File: src/q2e_pkg.sv
package q2e_pkg;

   // Field and datapath widths.
   localparam int CompW = 16;
   localparam int ProdW = 32;
   localparam int SumW = 34;
   localparam int VecW = 36;
   localparam int AngW = 26;
   localparam int RootW = 29;
   localparam int RadW = 58;
   localparam int RemW = 30;
   localparam int MagW = 28;
   localparam int OutW = 16;
   localparam int PitchW = 15;

   // Pipeline geometry.
   localparam int CordicStagesDef = 16;
   localparam int AngleTableLen = 24;
   localparam int SqrtStages = RadW / 2;

   // Angle constants, degrees scaled by 65536 or by 128.
   localparam int Deg90Q16 = 90 * 65536;
   localparam int Deg180Out = 23040;
   localparam int Deg90Out = 11520;
   localparam longint OneQ28 = 64'sd1 << 28;

   // One CORDIC vectoring cell's state.
   typedef struct packed {
      logic signed [VecW-1:0] x;
      logic signed [VecW-1:0] y;
      logic signed [AngW-1:0] z;
      logic                   zero;
   } cordic_type;

   // One square-root cell's state.
   typedef struct packed {
      logic [RadW-1:0]  rad;
      logic [RemW-1:0]  rem;
      logic [RootW-1:0] root;
   } sqrt_type;

   // atan(2^-i) in degrees times 65536, rounded.
   function automatic logic signed [AngW-1:0] atan_q16(input int idx);
      logic signed [AngW-1:0] v;
      case (idx)
         0:  v = AngW'(2949120);
         1:  v = AngW'(1740967);
         2:  v = AngW'(919879);
         3:  v = AngW'(466945);
         4:  v = AngW'(234379);
         5:  v = AngW'(117304);
         6:  v = AngW'(58666);
         7:  v = AngW'(29335);
         8:  v = AngW'(14668);
         9:  v = AngW'(7334);
         10: v = AngW'(3667);
         11: v = AngW'(1833);
         12: v = AngW'(917);
         13: v = AngW'(458);
         14: v = AngW'(229);
         15: v = AngW'(115);
         16: v = AngW'(57);
         17: v = AngW'(29);
         18: v = AngW'(14);
         19: v = AngW'(7);
         20: v = AngW'(4);
         21: v = AngW'(2);
         22: v = AngW'(1);
         default: v = '0;
      endcase
      return v;
   endfunction

endpackage

File: src/q2e_sqrt_cell.sv
module q2e_sqrt_cell import q2e_pkg::*; (
   input  logic     clock,
   input  logic     adv,
   input  sqrt_type cur,
   output sqrt_type nxt_ff
);

   logic [RemW+1:0] rem_sh;
   logic [RemW+1:0] trial;
   logic [RemW+1:0] diff;
   logic            ge;
   sqrt_type        nxt_in;

   // One root bit: bring down two radicand bits and try the subtraction.
   always_comb begin
      rem_sh = {cur.rem, cur.rad[RadW-1 -: 2]};
      trial = {1'b0, cur.root, 2'b01};
      diff = rem_sh - trial;
      ge = (rem_sh >= trial);
      nxt_in.rad = {cur.rad[RadW-3:0], 2'b00};
      nxt_in.rem = ge ? diff[RemW-1:0] : rem_sh[RemW-1:0];
      nxt_in.root = {cur.root[RootW-2:0], ge};
   end

   always_ff @(posedge clock) begin
      if (adv) begin
         nxt_ff <= nxt_in;
      end
   end

endmodule

File: config.mk
export PLATFORM = sky130hd
export DESIGN_NAME = q2e_sqrt_cell
export DESIGN_NICKNAME = d
export VERILOG_FILES = /design/src/q2e_pkg.sv /design/src/q2e_sqrt_cell.sv
export SDC_FILE = /design/constraint.sdc
export NUM_CORES = 1
export LEC_CHECK = 0
export BUFFER_PORTS_ARGS = -buffer_cell sky130_fd_sc_hd__buf_2
export CORE_UTILIZATION = 45
export CTS_BUF_LIST = sky130_fd_sc_hd__clkbuf_4 sky130_fd_sc_hd__clkbuf_8
export CTS_CLUSTER_SIZE = 8
export DETAILED_ROUTE_END_ITERATION = 16
export PLACE_DENSITY_LB_ADDON = 0.25
export SLEW_MARGIN = 0
export SYNTH_ARGS = -nofsm -noshare
export SYNTH_HDL_FRONTEND = slang
export SYNTH_SLANG_ARGS = --single-unit
export TNS_END_PERCENT = 100
File: constraint.sdc
create_clock -name clock -period 3.4 [get_ports clock]
set_input_delay 0.17 -clock clock [delete_from_list [all_inputs] [get_ports clock]]
set_output_delay 0.17 -clock clock [all_outputs]
set_load 0.1 [all_outputs]
==> results_dict.tcl <==
set metrics [dict create \
    hpwl_um 10600 \
    antenna_cells 0 \
    crit_path_top_delay_cell "dlygate4sd3_1" \
    gp_congestion 0.880 \
    largest_registers "nxt_ff x115" \
    final_hold_viol_count 0 \
    drv_cap 0 \
    start_kind "input pin" \
    status "complete, no violations" \
    wl_um 16500 \
    top_register "nxt_ff" \
    io_pins 236 \
    hold_buffers 84 \
    cpMostUsedCell "a221o_1" \
    clk_path_buf_depth 2 \
    dr.pass1.iters 6 \
    synth.top_cell.area_share_pct 61.1 \
    h-tree-depth 4 \
    grt_use_met2_pct 44.0 \
    largest_reg_flops 115 \
    fin_ws_ps 223 \
    worstSetupPathType "input pin to flop" \
    numCtsBuffers 17 \
    synthCells 416 \
    slew_headroom_pct 41.3 \
    finish.utilization_pct 68.1 \
    mostFrequentLayoutCell "buf_2" \
    core_area_mm2 0.0121 \
    grt_use_met1_pct 29.8 \
    grt_pass1_vias 4695 \
    ys_seq_area_share_pct 61.1 \
    clock_tree.root_cell "clkbuf_8" \
    rsz0062_at_grt "no" \
    grtUsageTotal_pct 25.7 \
    worstMarginPinSlew_ps 880 \
    met3_usage_pct 7.25 \
    hold_path_end "nxt_ff[39]$_DFFE_PP_" \
    critical_path_arrival_ps 3350 \
    portBuffers 233 \
    areaGrowthSynthToFinish_pct 45.8 \
    max_freq_mhz 315 \
    nNetsFinal 897 \
    drt_iter0_markers 329 \
    critical_path.endpoint_type "flop" \
    ys_ff_latch 115 \
    yosysTopAreaCell "edfxtp_1" \
    num_vias 4731 \
    max-vdd-ir-drop_v 0.000270 \
    clock-sinks 115 \
    viasPerCell 5.10 \
    ant_nets 0 \
    syn-cell-area_mm2 0.00565 \
    fin_crit_sh_pct 93.4 \
    syn_avg_cell_area_um2 13.6 \
    grt_pass1_wl_um 24800 \
    dp_slack_ps 303 \
    cp_slowest_stage_delay_ps 520 \
    busiest_layer "met2" \
    grt_max_degree 67 \
    path_cells "dlygate4sd3_1 > buf_2 > inv_1 > ha_1 > a21o_1 > a221o_1 > a21oi_2 > o21ai_1 > a221o_1 > a31oi_2 > o21ai_4 > buf_4 > mux2_1" \
    p_leak_uw 0.00378 \
    setup_viol 0 \
    start_util_pct 46.7 \
    p_per_area_mw_per_mm2 598 \
    cts_tree "yes" \
    hp-start "cur[37]" \
    clkTransAtPathRegs_ps 80 \
    grt_antenna_before_repair 2 \
    holdCritPathClass "input pin to flop" \
    ys_top_cells_by_area "edfxtp_1 61%, mux2_4 6.9%, ha_1 6.9%" \
    synth.distinct_cells 48 \
    fp.dieH_um 114 \
    num_rows 40 \
    worst-path-max-fanout 15 \
    holdPathStages 2 \
    post-cts-setup-buffers 0 \
    die_x_um 114 \
    setup_tns_ps 0 \
    finalMaxSlewViolations 0 \
    layout_common_cells "232 x buf_2, 115 x edfxtp_1, 84 x dlygate4sd3_1, 33 x inv_1, 31 x ha_1" \
    layout_min_cycle_time_ps 3180 \
    post_drt_wl_per_cell_um 17.8 \
    cp.required_ps 3580 \
    drive_gt1_share_pct 38.7 \
    ys_warn_count 0 \
    cts-resized-gates 0 \
    die_area_mm2 0.0130 \
    drc 0 \
    grt_overflow_total 0 \
]
## power by group
part | switching [uW] | internal [uW] | leakage [uW]
clock | 570 | 727 | 0.000205
combinational | 1410 | 448 | 0.00245
sequential | 40.7 | 1730 | 0.00113
total | 2020 | 2910 | 0.00378
## cell families (layout without fill, tap and decap cells)
group | count (synthesis) | in the layout | share of synthesized area (%)
DFF | 115 | 115 | 61.1
and+or+nand+nor | 88 | 88 | 7.10
AOI/OAI and AO/OA | 84 | 84 | 10.1
buffers and inverters | 42 | 384 | 3.32
adders and majority gates | 31 | 31 | 6.86
muxes | 29 | 29 | 7.46
xor gates and xnor gates | 26 | 26 | 4.03
other | 1 | 2 | 0.0663
## worst max-delay path: cells and delay by family
family	cells	cell delay, ps
compound gates	7	1580
buf+inv	4	920
fa+ha+maj	1	350
mux	1	340
## area by class of cell
type                    count  area [um^2]
repair buffers            320         2040
fillers                   882         3870
multi-input cells         260         2020
clock inverters            12          140
clock buffers              19          249
flip-flops and latches    115         3450
inverters                  33          124
well taps                 168          210
## stage by stage
stage               total power (uW)  std cells  instance area, um^2  hold slack, ps
CTS                             4920        927                 8240            26.6
floorplan                       3250        417                 5660             269
global placement                3550        812                 7010             347
detailed placement              3560        812                 7010             349
finish                          4930        927                 8240            53.8
global route                    5090        927                 8240            37.9
## Yosys cell counts (all sizes together)
cell type and n:
a2111oi 1, a211oi 3, a21boi 1, a21o 13, a21oi 24, a221o 2
a221oi 2, a31oi 3, a41o 1, and2 2, and3 4, buf 5
clkbuf 4, conb 1, edfxtp 115, ha 31, inv 33, mux2 27
mux2i 2, nand2 26, nand2b 2, nand3 11, nand4 2, nor2 23
nor2b 4, nor3 11, nor3b 1, nor4 1, o2111ai 1, o211a 1
o211ai 3, o21a 7, o21ai 13, o21bai 3, o221ai 1, o311a 1
o311ai 1, o31ai 2, o41ai 1, or3 1, xnor2 18, xor2 8
## per-layer routing
metal  up-vias  share of wire (%)  wire [um]
li1       2213                  -          -
met1      2213                 39       6490
met2       255                 49       8170
met3        46                8.0       1320
met4         4                3.1        504
met5         -               0.19         32
## worst max-delay path by stage
stage	startpoint	endpoint	slack, ps	cells past startpoint
3_3_place_gp	cur[18]	nxt_ff[37]$_DFFE_PP_	410	12
2_1_floorplan	cur[18]	nxt_ff[31]$_DFFE_PP_	710	11
4_1_cts	cur[18]	nxt_ff[58]$_DFFE_PP_	240	13
3_5_place_dp	cur[18]	nxt_ff[58]$_DFFE_PP_	300	12
5_1_grt	cur[18]	nxt_ff[58]$_DFFE_PP_	90	13
6_report	cur[18]	nxt_ff[58]$_DFFE_PP_	220	13
Power figures use the tool's default switching activity.
