### config.mk
export PLATFORM = sky130hd
export DESIGN_NAME = q2e_atan2
export DESIGN_NICKNAME = d
export VERILOG_FILES = /design/src/q2e_pkg.sv /design/src/q2e_cordic_cell.sv /design/src/q2e_atan2.sv
export SDC_FILE = /design/constraint.sdc
export NUM_CORES = 2
export LEC_CHECK = 0
export CAP_MARGIN = 20
export CORE_MARGIN = 3
export CORE_UTILIZATION = 50
export CTS_CLUSTER_DIAMETER = 50
export DETAILED_ROUTE_END_ITERATION = 6
export DONT_BUFFER_PORTS = 1
export GPL_TIMING_DRIVEN = 0
export PLACE_DENSITY = 0.63
export SETUP_SLACK_MARGIN = 0.2
export SKIP_LAST_GASP = 1
export SLEW_MARGIN = 20
export SYNTH_ARGS = -nofsm -noshare
export SYNTH_HDL_FRONTEND = slang
export SYNTH_SLANG_ARGS = --single-unit
### constraint.sdc
create_clock -name clock -period 5.55 [get_ports clock]
set_input_delay 1.11 -clock clock [delete_from_list [all_inputs] [get_ports clock]]
set_output_delay 1.11 -clock clock [all_outputs]
set_load 0.005 [all_outputs]
### src/q2e_pkg.sv
package q2e_pkg;

   // Field and datapath widths.
   localparam int CompW = 16;
   localparam int ProdW = 32;
   localparam int SumW = 34;
   localparam int VecW = 36;
   localparam int AngW = 26;
   localparam int RootW = 29;
   localparam int RadW = 58;
   localparam int RemW = 30;
   localparam int MagW = 28;
   localparam int OutW = 16;
   localparam int PitchW = 15;

   // Pipeline geometry.
   localparam int CordicStagesDef = 16;
   localparam int AngleTableLen = 24;
   localparam int SqrtStages = RadW / 2;

   // Angle constants, degrees scaled by 65536 or by 128.
   localparam int Deg90Q16 = 90 * 65536;
   localparam int Deg180Out = 23040;
   localparam int Deg90Out = 11520;
   localparam longint OneQ28 = 64'sd1 << 28;

   // One CORDIC vectoring cell's state.
   typedef struct packed {
      logic signed [VecW-1:0] x;
      logic signed [VecW-1:0] y;
      logic signed [AngW-1:0] z;
      logic                   zero;
   } cordic_type;

   // One square-root cell's state.
   typedef struct packed {
      logic [RadW-1:0]  rad;
      logic [RemW-1:0]  rem;
      logic [RootW-1:0] root;
   } sqrt_type;

   // atan(2^-i) in degrees times 65536, rounded.
   function automatic logic signed [AngW-1:0] atan_q16(input int idx);
      logic signed [AngW-1:0] v;
      case (idx)
         0:  v = AngW'(2949120);
         1:  v = AngW'(1740967);
         2:  v = AngW'(919879);
         3:  v = AngW'(466945);
         4:  v = AngW'(234379);
         5:  v = AngW'(117304);
         6:  v = AngW'(58666);
         7:  v = AngW'(29335);
         8:  v = AngW'(14668);
         9:  v = AngW'(7334);
         10: v = AngW'(3667);
         11: v = AngW'(1833);
         12: v = AngW'(917);
         13: v = AngW'(458);
         14: v = AngW'(229);
         15: v = AngW'(115);
         16: v = AngW'(57);
         17: v = AngW'(29);
         18: v = AngW'(14);
         19: v = AngW'(7);
         20: v = AngW'(4);
         21: v = AngW'(2);
         22: v = AngW'(1);
         default: v = '0;
      endcase
      return v;
   endfunction

endpackage

### src/q2e_cordic_cell.sv
module q2e_cordic_cell import q2e_pkg::*; #(
   parameter int SHIFT = 0
) (
   input  logic       clock,
   input  logic       adv,
   input  cordic_type cur,
   output cordic_type nxt_ff
);

   logic signed [VecW-1:0] dx;
   logic signed [VecW-1:0] dy;
   logic signed [AngW-1:0] ang;
   cordic_type             nxt_in;

   // One vectoring micro-rotation towards the positive x axis.
   always_comb begin
      dx = cur.y >>> SHIFT;
      dy = cur.x >>> SHIFT;
      ang = atan_q16(SHIFT);
      nxt_in.zero = cur.zero;
      if (!cur.y[VecW-1]) begin
         nxt_in.x = cur.x + dx;
         nxt_in.y = cur.y - dy;
         nxt_in.z = cur.z + ang;
      end else begin
         nxt_in.x = cur.x - dx;
         nxt_in.y = cur.y + dy;
         nxt_in.z = cur.z - ang;
      end
   end

   always_ff @(posedge clock) begin
      if (adv) begin
         nxt_ff <= nxt_in;
      end
   end

endmodule

### src/q2e_atan2.sv
module q2e_atan2 import q2e_pkg::*; #(
   parameter int STAGES = CordicStagesDef,
   parameter int LIM = Deg180Out
) (
   input  logic                   clock,
   input  logic                   adv,
   input  logic signed [SumW-1:0] y_in,
   input  logic signed [SumW-1:0] x_in,
   output logic signed [OutW-1:0] angle_ff
);

   localparam logic signed [AngW:0] LimPos = (AngW+1)'(LIM);
   localparam logic signed [AngW:0] LimNeg = -(AngW+1)'(LIM);

   logic signed [VecW-1:0] xe;
   logic signed [VecW-1:0] ye;
   cordic_type             pre_in;
   cordic_type             cell_q [STAGES+1];
   logic signed [AngW:0]   zsum;
   logic signed [AngW:0]   rnd;
   logic signed [OutW-1:0] angle_in;

   // Fold the left half plane onto the right one by a quarter turn.
   always_comb begin
      xe = VecW'(x_in);
      ye = VecW'(y_in);
      pre_in.zero = (x_in == '0) && (y_in == '0);
      if (x_in[SumW-1]) begin
         if (!y_in[SumW-1]) begin
            pre_in.z = AngW'(Deg90Q16);
            pre_in.x = ye;
            pre_in.y = -xe;
         end else begin
            pre_in.z = -AngW'(Deg90Q16);
            pre_in.x = -ye;
            pre_in.y = xe;
         end
      end else begin
         pre_in.z = '0;
         pre_in.x = xe;
         pre_in.y = ye;
      end
   end

   always_ff @(posedge clock) begin
      if (adv) begin
         cell_q[0] <= pre_in;
      end
   end

   // Row of micro-rotation cells.
   for (genvar i = 0; i < STAGES; i++) begin : g_cell
      q2e_cordic_cell #(.SHIFT(i)) u_cell (
         .clock  (clock),
         .adv    (adv),
         .cur    (cell_q[i]),
         .nxt_ff (cell_q[i+1])
      );
   end

   // Round to 1/128 degree and saturate; a zero vector gives angle zero.
   always_comb begin
      zsum = (AngW+1)'(cell_q[STAGES].z) + (AngW+1)'(256);
      rnd = zsum >>> 9;
      if (cell_q[STAGES].zero) begin
         angle_in = '0;
      end else if (rnd > LimPos) begin
         angle_in = OutW'(LimPos);
      end else if (rnd < LimNeg) begin
         angle_in = OutW'(LimNeg);
      end else begin
         angle_in = OutW'(rnd);
      end
   end

   always_ff @(posedge clock) begin
      if (adv) begin
         angle_ff <= angle_in;
      end
   end

endmodule
==> reports/summary.txt <==
Footprint of the multi-input gates = 80400 um2
CTS Buf Count = 210
Post-synthesis sequential area ratio = 34.7%
DRC violations left = 0
Synth top area share = 34.7%
Distinct cells, synth = 93
Peak Freq = 193 MHz
Post-synthesis cell area = 127000 um2
First DRT Iteration DRCs = 8363
# IOs = 86
Final Hold Viols = 0
Max-slew headroom = 34.5%
ANT nets after route = 0
Yosys top cell by area = edfxtp_1
RSZ-0062 raised after global routing = false
Finish-stage setup viols = 0
EDFF count, synth = 1465
FFs w/ async S/R, synth = 0%
Crit share post-route = 93.3%
Die W = 510 um
Most used DFF post-synth = edfxtp_1
H-tree depth = 4
Die Area = 260000 um2
Final instance area = 140000 um2
Largest net degree at the start of global routing = 254
Clock skew = 0.0703 ns
DR pass1 iterations = 6
Vias = 103203
Reg-to-reg slack, setup = 0.37 ns
Final min period = 5.18 ns
Area grow syn2layout = 10.4%
Worst hold slack = 0.349 ns
Initial Util = 50.3%
Layout cells sized above 1 = 5.29%
DP Wirelength = 289000 um
Req. time, crit path = 6.12 ns
Clock-pin slew on the worst setup and hold paths = 0.06 ns
CP Launch Type = flip-flop
Global-route usage over all layers = 27.1%
Crit path max fanout = 5
Final nets = 15375
RD Place Congestion = 0.941
Synth area leaders = edfxtp_1, ha_1, xnor2_1
CTS tree = built
Initial antenna violation count = 5
Mapped Cells = 13555
Drt via density = 5.94
Vias in the first global route = 98938
Die height = 510 um
Status = completed
Clock buffer depth = 3
Critical Path End Type = flip-flop
Synthesized area per cell = 9.35 um2
Post-CTS Hold Buffers = 0
Placeable Area = 252000 um2
CP Class = reg -> reg
DP Area = 131000 um2
Placement Rows = 184
Final max-slew violation count = 0
Gr ovfl total = 0
Drt wl/cell = 20.9 um
Clock root buffer = clkbuf_16
Latest clock arrival within the worst-skew pair = 0.87 ns
Worst Tran Pin Value = 0.982 ns
Seq cells post-synth = 1465
Filler cells = 22580
Port Buf Inserts = 0
Critical Path AT = 5.75 ns
Hold Path Class = in -> reg
Clock sink count = 1465
Ys Warns = 0
DRT Wirelength = 362000 um
Sequential standard cell area = 44000 um2
Max-Cap Viols = 0
First-pass GRT wire length = 562000 um
path summary, 6_finish.rpt:
check | start | to | cells after the start
max | g_cell[8].u_cell.nxt_ff[36] | g_cell[9].u_cell.nxt_ff[96] | 21
min | adv | g_cell[2].u_cell.nxt_ff[6] | 0
max reg2reg | g_cell[8].u_cell.nxt_ff[36] | g_cell[9].u_cell.nxt_ff[96] | 21
min reg2reg | g_cell[7].u_cell.nxt_ff[0] | g_cell[8].u_cell.nxt_ff[0] | 0
metal layers:
| layer | vias to the layer above | global-route usage, % | share of wire [%] |
|---|---|---|---|
| met5 | - | 0 | 0 |
| met4 | 0 | 8.13 | 3.1 |
| met3 | 548 | 3.01 | 5.1 |
| met2 | 2678 | 44.6 | 46 |
| met1 | 49474 | 37.5 | 46 |
| li1 | 50503 | - | - |
cells in the mapped netlist, types with 38 or more instances:
master,count
a21oi_1,1505
edfxtp_1,1465
ha_1,1429
nor2_1,1368
xnor2_1,1263
xor2_1,671
nand2_1,664
inv_1,627
o21ai_0,615
a21o_1,542
nor3_1,371
o21a_1,234
nand3_1,219
nor2b_1,204
nand2b_1,203
clkbuf_1,186
o21bai_1,186
a31oi_1,150
and3_1,143
nor4_1,113
a211oi_1,109
and2_1,100
or3_1,97
nand4_1,86
o31ai_1,73
o41ai_1,51
o211ai_1,49
or4_1,43
a21boi_0,42
or2_2,41
fa_1,39
buf_1,38
cells by family (layout without fill, tap and decap cells):
kind of cell | count (synthesis) | after routing | share of synthesized area (%)
buf+inv | 861 | 1322 | 2.59
compound gates | 3949 | 3949 | 19.5
other cells | 1 | 3 | 0.00296
xor+xnor | 1934 | 1934 | 13.4
flops | 1465 | 1465 | 34.7
fa+ha+maj | 1468 | 1468 | 14.7
mux | 68 | 68 | 0.569
simple gates | 3809 | 3809 | 14.5
through the flow:
stage	setup slack [ns]	cells	TNS [ns]	util [%]
2_1_floorplan	0.753	13556	0	-
4_1_cts	0.100	17335	0	55.2
3_3_place_gp	-1.52	16904	-145.15	52.0
5_1_grt	0.159	17366	0	55.6
3_5_place_dp	-1.46	16918	-93.00	52.1
6_report	0.374	17366	0	55.6
layout make-up:
class	count	area share [%]
clock inverter	162	1.36
timing repair buffer	69	0.556
multi-input combinational	11230	57.5
clock buffer	230	3.81
sequential	1465	31.4
antenna	1	0.00179
inverter	630	1.70
tap	3348	2.99
buffer	231	0.715
repair_timing:
action | CTS | global route
gates resized for setup | 92 | 160
setup endpoints to repair | 351 | 134
setup buffers | 25 | 27
cloned | 0 | 0
pin swaps | 1 | 9
flip-flops by register name (all words and copies together) (netlist names):
name                  cells
angle_ff                 16
cell_q                   76
g_cell.u_cell.nxt_ff   1373
worst max-delay path, cell delays in order, from the launching register on:
cell and delay (ns):
edfxtp_1 0.54, inv_1 0.11, ha_1 0.17, nand2b_1 0.07, or4_1 0.46, nor2_1 0.17, nand2_1 0.13, nor2_1 0.11
nor2_1 0.05, xnor2_1 0.43, ha_1 0.38, a21o_1 0.21, a21o_1 0.17, a21oi_1 0.16, o21ai_0 0.10, a41oi_1 0.38
o21ai_1 0.24, a221oi_2 0.34, buf_4 0.18, o2111a_1 0.24, o21bai_1 0.09, xor2_1 0.15
placed cells by master (no fill, tap or decap), drive strengths merged, types with 86 or more instances in the layout:
master / instances
nand3: 219
xor2: 671
o21bai: 186
o21a: 234
o21ai: 620
xnor2: 1263
a21o: 542
and3: 143
nor2b: 204
nand4: 86
nor3: 371
inv: 673
a31oi: 150
buf: 106
a21oi: 1505
nand2: 664
ha: 1429
or3: 104
edfxtp: 1465
clkbuf: 420
nor4: 114
nor2: 1368
nand2b: 203
a211oi: 109
and2: 102
Power is not shown: default switching activity piles up to over one toggle a cycle in this logic, so the estimate is an artifact.
